[config.mk]
export PLATFORM = sky130hd
export DESIGN_NAME = bpc_dly
export DESIGN_NICKNAME = d
export VERILOG_FILES = /design/src/rtl/core/bpc_dly.sv
export SDC_FILE = /design/constraint.sdc
export NUM_CORES = 1
export LEC_CHECK = 0
export BUFFER_PORTS_ARGS = -buffer_cell sky130_fd_sc_hd__buf_2
export CAP_MARGIN = 20
export CELL_PAD_IN_SITES_DETAIL_PLACEMENT = 0
export CELL_PAD_IN_SITES_GLOBAL_PLACEMENT = 1
export CORE_MARGIN = 2
export CORE_UTILIZATION = 35
export CTS_BUF_LIST = sky130_fd_sc_hd__clkbuf_16
export DETAILED_ROUTE_END_ITERATION = 10
export GPL_TIMING_DRIVEN = 1
export PLACE_DENSITY = 0.66
export SYNTH_ARGS = -nofsm -noshare
export SYNTH_HDL_FRONTEND = slang
export SYNTH_SLANG_ARGS = --single-unit
[constraint.sdc]
create_clock -name clk -period 0.8 [get_ports clk]
set_input_delay 0.08 -clock clk [delete_from_list [all_inputs] [get_ports clk]]
set_output_delay 0.08 -clock clk [all_outputs]
set_load 0.005 [all_outputs]
[src/rtl/core/bpc_dly.sv]
// Enabled delay line that keeps operands aligned with later pipeline stages.
// Depends on nothing but the clock enable of the core.
module bpc_dly #(
  parameter int W = 8,
  parameter int N = 3
) (
  input  logic         clk,
  input  logic         en,
  input  logic [W-1:0] d,
  output logic [W-1:0] q
);

  logic [W-1:0] tap [0:N-1];

  // Shift the word one stage per enabled cycle.
  always_ff @(posedge clk) begin
    if (en) begin
      tap[0] <= d;
      for (int i = 1; i < N; i++) begin
        tap[i] <= tap[i-1];
      end
    end
  end

  assign q = tap[N-1];

endmodule

# == Word level (Yosys, flattened, before mapping) ==
# Memories as Yosys holds them, arrays and structs flattened.
# Cells that the tools add are included.
# Widths: inputs -> output; s select.
# totals
reg_bits,0
latchBits,0
mem_bits_rw,24
mem_bits_ro,0
input_bits,10
word_cells,3
memories,1
# classes
add_sub_neg,0
multipliers,0
div_mod_pow,0
order_cmp,0
eq_ne,0
n_shift,0
n_mux,2
bitwise,0
n_reduce_logical,0
# mem_list
memory,words,word_bits,read_ports,rd_clocked_by_memory_dff,write_ports,line,rtl
tap,3,8,3,0,3,13,logic [W-1:0] tap [0:N-1];
# op_table
operator,n
$mux 1,2

# == Longest topological paths before layout ==
# Gate-level depths: netlist of the first run.
# logic_depth
ltp_word,2
ltp_mapped,1
depth_no_buf,0

# == Worst setup path before layout of the first run ==
# OpenSTA, ideal clock, no wires.
# synth_path
path_kind,register -> register
startpoint,memory tap[0][2]
endpoint,"memory tap[1][2] (netlist: tap[0][10]), data pin"
setup_time_ns,0.266
arrival_ns,0.323
required_time_ns,0.534
path_slack_ns,0.211
path_stages_with_launch,1
synth_period_minus_slack_ns,0.589
path_cell_list,edfxtp_1
# synth_lines
item,line
from (decl),13

==> results of run 1 <==
==> per-stage QoR <==
step | util [%] | instances | hold WS [ns] | area, sq um | setup WS (ns)
floorplan | - | 32 | 0.179 | 781 | 0.211
global placement | 39.7 | 70 | 0.257 | 861 | 0.148
detailed placement | 39.7 | 70 | 0.258 | 861 | 0.143
CTS | 44.1 | 75 | 0.000368 | 956 | -0.0414
global route | 44.5 | 76 | 0.00128 | 966 | -0.0537
finish | 44.5 | 76 | 0.00405 | 966 | -0.0250
==> worst min path at each step <==
stage / start / to / cells after the start
CTS: d[3] / tap[0][3]$_DFFE_PP_ / 1
detailed placement: d[1] / tap[0][1]$_DFFE_PP_ / 1
global route: d[3] / tap[0][3]$_DFFE_PP_ / 1
global placement: d[5] / tap[0][5]$_DFFE_PP_ / 1
finish: d[3] / tap[0][3]$_DFFE_PP_ / 1
floorplan: d[0] / tap[0][0]$_DFFE_PP_ / 0
==> placed cells by master, fill, tap and decap left out <==
master / n
sky130_fd_sc_hd__buf_12: 1
sky130_fd_sc_hd__dlygate4sd3_1: 3
sky130_fd_sc_hd__clkbuf_16: 3
sky130_fd_sc_hd__edfxtp_1: 24
sky130_fd_sc_hd__buf_2: 17
==> power breakdown <==
part | switching (mW) | internal (mW) | leakage, nW
registers | 0.0174 | 1.49 | 0.235
clock network | 0.348 | 0.658 | 0.0370
logic | 0.0393 | 0.0495 | 0.0888
total | 0.404 | 2.19 | 0.361
==> final cells by class <==
cell class,instances,area [sq um]
Sequential cell,24,721
Clock buffer,3,75.1
Timing Repair Buffer,21,135
Tap cell,28,35.0
Fill cell,201,1200
==> what timing repair did <==
action,CTS,global route
endpoints found under the hold margin,2,1
setup endpoints to repair,8,8
hold buffers,2,1
==> layer usage <==
layer	global-route usage, %	wire length (um)
met1	6.67	305
met3	2.63	85
met2	7.14	277
met4	5.26	14
met5	0	0
==> cell families (layout without fill, tap and decap cells) <==
kind of cell	Yosys count	in the layout	synth area share (%)
DFF	24	24	92.3
buffers and inverters	8	24	7.69
==> reports/results.md, run 1 <==
• tap[0][12]$_DFFE_PP_ — terminus of the critical flop-to-flop path
• 51.2 um — vertical extent of the die
• 979 um — first-pass GRT wire length
• 0 — multi-input logic cell count
• 2 — Max clock buf depth
• sky130_fd_sc_hd__edfxtp_1 (24), sky130_fd_sc_hd__buf_4 (8) — most common library cells after synthesis
• tap[0][4]$_DFFE_PP_ — Reg-to-Reg Start
• 0.05 ns — clock input transition at the sequential cells of the worst setup and hold paths
• 6 — Final setup viols
• finished, violations left — status
• tap: 24 flops — Largest regs
• yes — TritonCTS clock tree
• 17 — Buffers on Ports
• 2.60 mW — total design power
• 0.361 nW — Leak Pwr
• 18 — IO Pins
• 0 — number of pins with negative max-slew slack in the final report
• buf_2 — crit-path cells
• 0 — Max Cap Violations
• 0% — FFs w/ async S/R, synth
• 5.56% — combined global-route utilization of all metal layers
• flop — nature of the critical path startpoint
• 1210 MHz — Max Freq
• 24 — number of flip-flops in the largest register
• 92.3% — register area share after synthesis
• 0 — count of final hold-check violations
• flop to primary output — critical path class
• 0 — total DRC errors in the routed layout
• 0.00224 ns — setup clock skew after layout
• 3.76 — DR vias/cell
• 241 — number of global-route vias before repair
• -0.0589 ns — accumulated negative setup slack
• 0.18 ns — worst reg2reg setup slack
• 1 — H-Tree Depth
• 2 — number of library cell types mapped by synthesis
• input pin to flop — path type of the worst min-delay path
• 0 — count of cells resized by post-cts repair
• 24.4 sq um — post-synthesis average cell area
• 0 — total gr overflow
• 1 — count of TritonRoute iterations in the first routing pass
• sky130_fd_sc_hd__edfxtp_1 — most used flip-flop cell after synthesis
• tap[0][22]$_DFFE_PP_ — worst setup path startpoint
• 0 — number of cells on the worst reg-to-reg path
• 8.99 um — routed length per instance
• 0.36 ns — Worst path max stage delay
• -0.0250 ns — least setup slack across all paths after layout
• 1 — count of buffer and inverter cells on the critical path
• 0.00217 sq mm — core outline area
• 286 — vias
• 1 — highest net fanout along the worst path
• 781 sq um — total standard cell area after synthesis
• sky130_fd_sc_hd__edfxtp_1 (92%), sky130_fd_sc_hd__buf_4 (7.7%) — ranking of synthesized cells by area
• 17 — Site Rows
• 0 — initial DRC count
• sky130_fd_sc_hd__edfxtp_1 — dominant cell type by area after synthesis
• 92.3% — area fraction of the dominant cell type after synthesis
• 60 — # nets final
• 0 — antenna-violating nets left
• 0.75 ns — Data arrival, critical path
• 1 — Crit path depth
• 24 — count of clock tree sinks
• 103% — final worst path period share
• 0 — number of diodes added for antenna fixing
• 0.126 ns — slew of the pin with the lowest slew margin
• 0.825 ns — minimum clock period
• 91.6% — worst rel slew slack
• 23.7% — Syn-to-layout area delta
• 0.564 — last weighted congestion value of the routability-driven placer
• 25 — largest net degree at the start of global routing
• 2690 mW/mm^2 — Pwr per Cell Area
• 36.0% — starting density of the core
• 0 — Setup Buffers After CTS
• negative setup slack — failing checks
• 0.25 ns — clock insertion delay at the later pin of the skew report
• 51.2 um — Die X-Extent
• 24 — Post-synth EDFFs
• 0.00262 sq mm — Die ar.
• tap — largest register by flop count
• 1210 uV — VDD IR max
• 43.8% — share of layout cells above drive strength 1
• 683 um — Post-Route WL
• 0 — Synth Warn #
• sky130_fd_sc_hd__edfxtp_1 — leading cell type by number of instances after synthesis
• 0 — number of antenna violations at the first check in global routing
• flip-flops — CP top delay family
• true — unrepaired setup endpoints after global routing
• 0 sq um — area used by multi-input combinational logic
• 0.72 ns — Required @ worst endpoint
• primary output — CP endpoint kind
• sky130_fd_sc_hd__edfxtp_1 — highest-delay cell along the critical path
• sky130_fd_sc_hd__clkbuf_16 — CTS Root Buffer Type
• 3 — Num CTS Buffers
• 42 — synthesized netlist net count
• 32 — number of standard cells after synthesis
• q[6] — worst setup path end
• 24 — number of flip-flops and latches in the synthesized netlist
(Power assumes the default switching activity.)
==> inputs of run 2 (changes only) <==
CELL_PAD_IN_SITES_DETAIL_PLACEMENT = 1   (was 0)
PLACE_DENSITY = 0.62   (was 0.66)
==> run 2 against run 1 <==
  * The run still ends with negative setup slack left
  * Register-to-register slack worse by 0.03 ns
  * Sequential cell count unchanged
  * Power grew 1.5%
  * Hold slack about the same
  * Clock skew up 0.0012 ns
  * Combinational power is 14% higher
  * Largest power group unchanged
  * Highest routed layer unchanged
==> reports/results.md, run 2 (synthesized netlist as in run 1, its figures left out) <==
• 0.542 — last weighted congestion value of the routability-driven placer, was 0.564
• 0 — initial DRC count, unchanged
• 24 — number of flip-flops in the largest register, unchanged
• sky130_fd_sc_hd__edfxtp_1 — most common library cell in the layout ignoring fill and taps, unchanged
• yes — TritonCTS clock tree, unchanged
• 17 — Buffers on Ports, unchanged
• 1 — count of buffer and inverter cells on the critical path, unchanged
• 0 — count of final hold-check violations, unchanged
• tap: 24 flops — Largest regs, unchanged
• 24 — count of clock tree sinks, unchanged
• 45.8% — end-of-flow core utilization, was 44.5%
• 2.64 mW — total design power, was 2.60 mW
• 0.00345 ns — setup clock skew after layout, was 0.00224 ns
• 7.70% — combined global-route utilization of all metal layers, was 5.56%
• 0.25 ns — clock insertion delay at the later pin of the skew report, about the same
• 27.2% — Syn-to-layout area delta, was 23.7%
• 0 — number of antenna violations at the first check in global routing, unchanged
• 17 — Site Rows, unchanged
• 1.30 mm — first-pass GRT wire length, was 979 um
• 0.06 ns — clock input transition at the sequential cells of the worst setup and hold paths, was 0.05 ns
• 1510 uV — VDD IR max, was 1210 uV
• 0.840 ns — minimum clock period, was 0.825 ns
• 105% — final worst path period share, was 103%
• sky130_fd_sc_hd__clkbuf_16 — CTS Root Buffer Type, unchanged
• 1190 MHz — Max Freq, was 1210 MHz
• -0.0401 ns — least setup slack across all paths after layout, was -0.0250 ns
• 3 — Num CTS Buffers, unchanged
• 2 — Max clock buf depth, unchanged
• 11.3 um — routed length per instance, was 8.99 um
• flop — nature of the critical path startpoint, unchanged
• 93.2% — worst rel slew slack, was 91.6%
• 3.95 — DR vias/cell, was 3.76
• 8 — Final setup viols, was 6
• 43.1% — share of layout cells above drive strength 1, was 43.8%
• 312 — vias, was 286
• tap — largest register by flop count, unchanged
• true — unrepaired setup endpoints after global routing, unchanged
• 0.374 nW — Leak Pwr, was 0.361 nW
• 0 — Max Cap Violations, unchanged
• 0 — total DRC errors in the routed layout, unchanged
• 214 — number of fill cells in the layout, was 201
• 2650 mW/mm^2 — Pwr per Cell Area, was 2690 mW/mm^2
• 0.00217 sq mm — core outline area, unchanged
• 71 — number of cells after detailed placement, was 70
• negative setup slack — failing checks, unchanged
• 51.2 um — vertical extent of the die, unchanged
• sky130_fd_sc_hd__edfxtp_1 — highest-delay cell along the critical path, unchanged
• 0 — antenna-violating nets left, unchanged
• 63 — # nets final, was 60
• 0.00262 sq mm — Die ar., unchanged
• sky130_fd_sc_hd__edfxtp_1 (24), sky130_fd_sc_hd__buf_2 (17), sky130_fd_sc_hd__dlygate4sd3_1 (5) — most frequent cells in the layout, was sky130_fd_sc_hd__edfxtp_1 (24), sky130_fd_sc_hd__buf_2 (17), sky130_fd_sc_hd__clkbuf_16 (3), sky130_fd_sc_hd__dlygate4sd3_1 (3), sky130_fd_sc_hd__buf_12 (1)
• flop to primary output — critical path class, unchanged
• 51.2 um — Die X-Extent, unchanged
• 0.101 ns — slew of the pin with the lowest slew margin, was 0.126 ns
• 0.37 ns — Worst path max stage delay, was 0.36 ns
• 0.72 ns — Required @ worst endpoint, about the same
• 1 — highest net fanout along the worst path, unchanged
• 0 — number of diodes added for antenna fixing, unchanged
• 79 — count of placed standard cells in the final layout, fillers left out, was 76
• finished, violations left — status, unchanged
• 0 — multi-input logic cell count, unchanged
• 36.0% — starting density of the core, unchanged
• 19 — largest net degree at the start of global routing, was 25
• input pin to flop — path type of the worst min-delay path, unchanged
• primary output — CP endpoint kind, unchanged
• flip-flops — CP top delay family, unchanged
• 1 — count of TritonRoute iterations in the first routing pass, unchanged
• 303 — number of global-route vias before repair, was 241
• 0 — total gr overflow, unchanged
• buf_2 — crit-path cells, unchanged
• 1 — H-Tree Depth, unchanged
• 0 — number of pins with negative max-slew slack in the final report, unchanged
• 0 sq um — area used by multi-input combinational logic, unchanged
• 0.76 ns — Data arrival, critical path, was 0.75 ns
• 18 — IO Pins, unchanged
• 0.00387 ns — post-route worst hold slack, was 0.00405 ns
• 891 um — Post-Route WL, was 683 um
[run 2: changes by cell type in the layout (fill, tap and decap cells not counted), sizes merged]
cell / delta
buf: +1
dlygate4sd3: +2
[run 2: layout make-up]
type,count,area [sq um],area share (%)
flip-flops and latches,24,721,72.5
repair buffers,24,163,16.4
clock buffers,3,75.1,7.56
well taps,28,35.0,3.53
[run 2: report_power, final]
part | internal (mW) | switching, mW | total [mW]
clock | 0.659 | 0.370 | 1.03
sequential | 1.49 | 0.0203 | 1.51
combinational | 0.0590 | 0.0424 | 0.101
[run 2: per-layer routing]
metal  vias to the layer above  track usage, %  wire (um)
met5                         -               0          0
li1                        152               -          -
met4                         0            7.89         27
met3                         4            2.92         61
met1                       140            6.86        324
met2                        16            12.8        478
[run 2: through the flow]
step / area (sq um) / setup slack (ns) / setup TNS, ns
2_1_floorplan: 781 / 0.211 / 0
3_3_place_gp: 868 / 0.155 / 0
3_5_place_dp: 868 / 0.140 / 0
4_1_cts: 993 / -0.0653 / -0.236
5_1_grt: 993 / -0.0617 / -0.335
6_report: 993 / -0.0401 / -0.134
[run 2: final timing paths]
| path | end | start | cells past startpoint | slack, ns |
|---|---|---|---|---|
| worst max-delay path | q[0] | tap[0][16]$_DFFE_PP_ | 1 | -0.04 |
| worst min-delay path | tap[0][6]$_DFFE_PP_ | d[6] | 1 | 0.004 |
| worst max register to register | tap[0][13]$_DFFE_PP_ | tap[0][5]$_DFFE_PP_ | 0 | 0.15 |
| worst min register to register | tap[0][12]$_DFFE_PP_ | tap[0][4]$_DFFE_PP_ | 0 | 0.42 |
[run 2: repair_timing]
action,4_1_cts,5_1_grt
endpoints found under the hold margin,5,0
hold buffers,5,0
gates resized for setup,0,0
setup buffers,0,0
setup endpoints to repair,8,8
==> inputs of run 3 (changes only) <==
BUFFER_PORTS_ARGS = unset   (was -buffer_cell sky130_fd_sc_hd__buf_2)
DONT_BUFFER_PORTS = 1   (was unset)
PLACE_DENSITY = 0.67   (was 0.62)
==> run 3 against run 2 <==
  * The run ends with negative hold slack left
  * Sequential power barely moved
  * Die area did not move
  * First-iteration DRC count rose by 8
  * Largest power group unchanged
  * Combinational power fell by 69%
  * Clock skew fell by 0.0012 ns
  * Sequential share of layout area rose by 6.3 points
  * Critical endpoint is now q[2]
  * Hold slack got worse by 0.066 ns
==> reports/results.md, run 3 (synthesized netlist as in run 1, its figures left out) <==
• 0.307 nW — Leak Pwr, was 0.374 nW
• 8 — hold_buf cts, was 5
• 92.2% — final worst path period share, was 105%
• 902 um — Post-Route WL, was 891 um
• 1 — H-Tree Depth, unchanged
• 18 — IO Pins, unchanged
• 915 sq um — finished layout cell area, was 993 sq um
• 0.737 ns — minimum clock period, was 0.840 ns
• 721 sq um — Sequential cell area, unchanged
• finished, violations left — status, unchanged
• 14.1 um — routed length per instance, was 11.3 um
• 3 — count of TritonRoute iterations in the first routing pass, was 1
• 0 — multi-input logic cell count, unchanged
• 0 — total gr overflow, unchanged
• tap: 24 flops — Largest regs, unchanged
• 255 — number of global-route vias before repair, was 303
• 0.161 ns — Setup Slack @ Placement, was 0.140 ns
• 1.30 mm — first-pass GRT wire length, unchanged
• 3 — Num CTS Buffers, unchanged
• 0.00228 ns — setup clock skew after layout, was 0.00345 ns
• en — min-delay src, was d[6]
• 42.2% — end-of-flow core utilization, was 45.8%
• 0 — antenna-violating nets left, unchanged
• 25 — largest net degree at the start of global routing, was 19
• 24 — number of flip-flops in the largest register, unchanged
• 24 — count of final hold-check violations, was 0
• 0 — count of cells resized by post-cts repair, unchanged
• 3.98 — DR vias/cell, was 3.95
• negative hold slack — failing checks, was negative setup slack
• 47 — # nets final, was 63
• 0.0625 ns — least setup slack across all paths after layout, was -0.0401 ns
• 93.2% — worst rel slew slack, about the same
• tap[0][4]$_DFFE_PP_ — Worst Hold Path EP, was tap[0][6]$_DFFE_PP_
• 0 — number of pins with negative max-slew slack in the final report, unchanged
• 2830 mW/mm^2 — Pwr per Cell Area, was 2650 mW/mm^2
• tap[0][18]$_DFFE_PP_ — worst setup path startpoint, was tap[0][16]$_DFFE_PP_
• tap — largest register by flop count, unchanged
• 24 — count of clock tree sinks, unchanged
• 0 sq um — area used by multi-input combinational logic, unchanged
• 2 — Max clock buf depth, unchanged
• 0 — Final setup viols, was 8
• 64 — count of placed standard cells in the final layout, fillers left out, was 79
• 51.2 um — Die X-Extent, unchanged
• sky130_fd_sc_hd__edfxtp_1 — most common library cell in the layout ignoring fill and taps, unchanged
• flop to primary output — critical path class, unchanged
• 0.00262 sq mm — Die ar., unchanged
• 0 ns — accumulated negative setup slack, was -0.134 ns
• false — unrepaired setup endpoints after global routing, was true
• 1560 uV — VDD IR max, was 1510 uV
• 0.72 ns — Required @ worst endpoint, about the same
• -0.0625 ns — post-route worst hold slack, was 0.00387 ns
• 7.84% — combined global-route utilization of all metal layers, was 7.70%
• 52 — number of cells after detailed placement, was 71
• tap[0][17]$_DFFE_PP_ — terminus of the critical flop-to-flop path, was tap[0][13]$_DFFE_PP_
• 0.587 — last weighted congestion value of the routability-driven placer, was 0.542
• 36.0% — starting density of the core, unchanged
• 1 — highest net fanout along the worst path, unchanged
• 0.103 ns — slew of the pin with the lowest slew margin, was 0.101 ns
• 0.16 ns — worst reg2reg setup slack, was 0.15 ns
• 0 — Buffers on Ports, was 17
• 211 — number of fill cells in the layout, was 214
• sky130_fd_sc_hd__edfxtp_1 (24), sky130_fd_sc_hd__dlygate4sd3_1 (8), sky130_fd_sc_hd__clkbuf_16 (3) — most frequent cells in the layout, was sky130_fd_sc_hd__edfxtp_1 (24), sky130_fd_sc_hd__buf_2 (17), sky130_fd_sc_hd__dlygate4sd3_1 (5)
• flop — nature of the critical path startpoint, unchanged
• 0 — number of diodes added for antenna fixing, unchanged
• 0 — number of antenna violations at the first check in global routing, unchanged
• 0.66 ns — Data arrival, critical path, was 0.76 ns
• input pin to flop — path type of the worst min-delay path, unchanged
• tap[0][9]$_DFFE_PP_ — Reg-to-Reg Start, was tap[0][5]$_DFFE_PP_
• 0.00217 sq mm — core outline area, unchanged
• 0 — total DRC errors in the routed layout, unchanged
• 0.25 ns — clock insertion delay at the later pin of the skew report, about the same
• 0 — number of cells on the worst reg-to-reg path, unchanged
• 1360 MHz — Max Freq, was 1190 MHz
• 255 — vias, was 312
• yes — TritonCTS clock tree, unchanged
• 8.33% — share of layout cells above drive strength 1, was 43.1%
• sky130_fd_sc_hd__clkbuf_16 — CTS Root Buffer Type, unchanged
• 0 — Worst Hold Path Cells, was 1
• 0.06 ns — clock input transition at the sequential cells of the worst setup and hold paths, about the same
• 51.2 um — vertical extent of the die, unchanged
• 17 — Site Rows, unchanged
• 17.1% — Syn-to-layout area delta, was 27.2%
• 8 — initial DRC count, was 0
• 756 sq um — Placed Area, was 868 sq um
• 0 — Max Cap Violations, unchanged
• 0 — Setup Buffers After CTS, unchanged
• primary output — CP endpoint kind, unchanged
run 3: cell types whose count changed in the layout (fill, tap and decap cells not counted), sizes merged:
cell / previous run / this run
clkinv: 0 / 1
buf: 19 / 0
dlygate4sd3: 5 / 8
run 3: cell type report:
class                 instances  area share (%)
Tap cell                     28            3.83
Sequential cell              24            78.8
Clock inverter                1           0.410
Timing Repair Buffer          8            8.76
Clock buffer                  3            8.21
run 3: stage by stage:
stage,hold WS (ns),power [mW]
after floorplan,0.179,1.56
after global placement,0.179,1.54
after detailed placement,0.179,1.54
after CTS,-0.0650,2.60
after global routing,-0.0694,2.66
final,-0.0625,2.59
run 3: worst max path at each step:
stage,endpoint,slack (ns),depth (start not counted)
floorplan,tap[0][10]$_DFFE_PP_,0.21,0
global placement,tap[0][17]$_DFFE_PP_,0.20,0
detailed placement,tap[0][17]$_DFFE_PP_,0.16,0
CTS,q[1],0.05,0
global route,q[1],0.04,0
finish,q[2],0.06,0
run 3: power breakdown:
part / switching [mW] / internal (mW) / total (mW)
logic: 0.00584 / 0.0259 / 0.0317
clock network: 0.375 / 0.666 / 1.04
registers: 0.0276 / 1.49 / 1.52
run 3: metal layers:
| layer | GRT usage [%] | vias to the layer above | wire length, um |
|---|---|---|---|
| met1 | 8.88 | 119 | 414 |
| met5 | 0 | - | 0 |
| li1 | - | 119 | - |
| met2 | 11.7 | 15 | 431 |
| met4 | 6.58 | 0 | 8 |
| met3 | 2.92 | 2 | 48 |
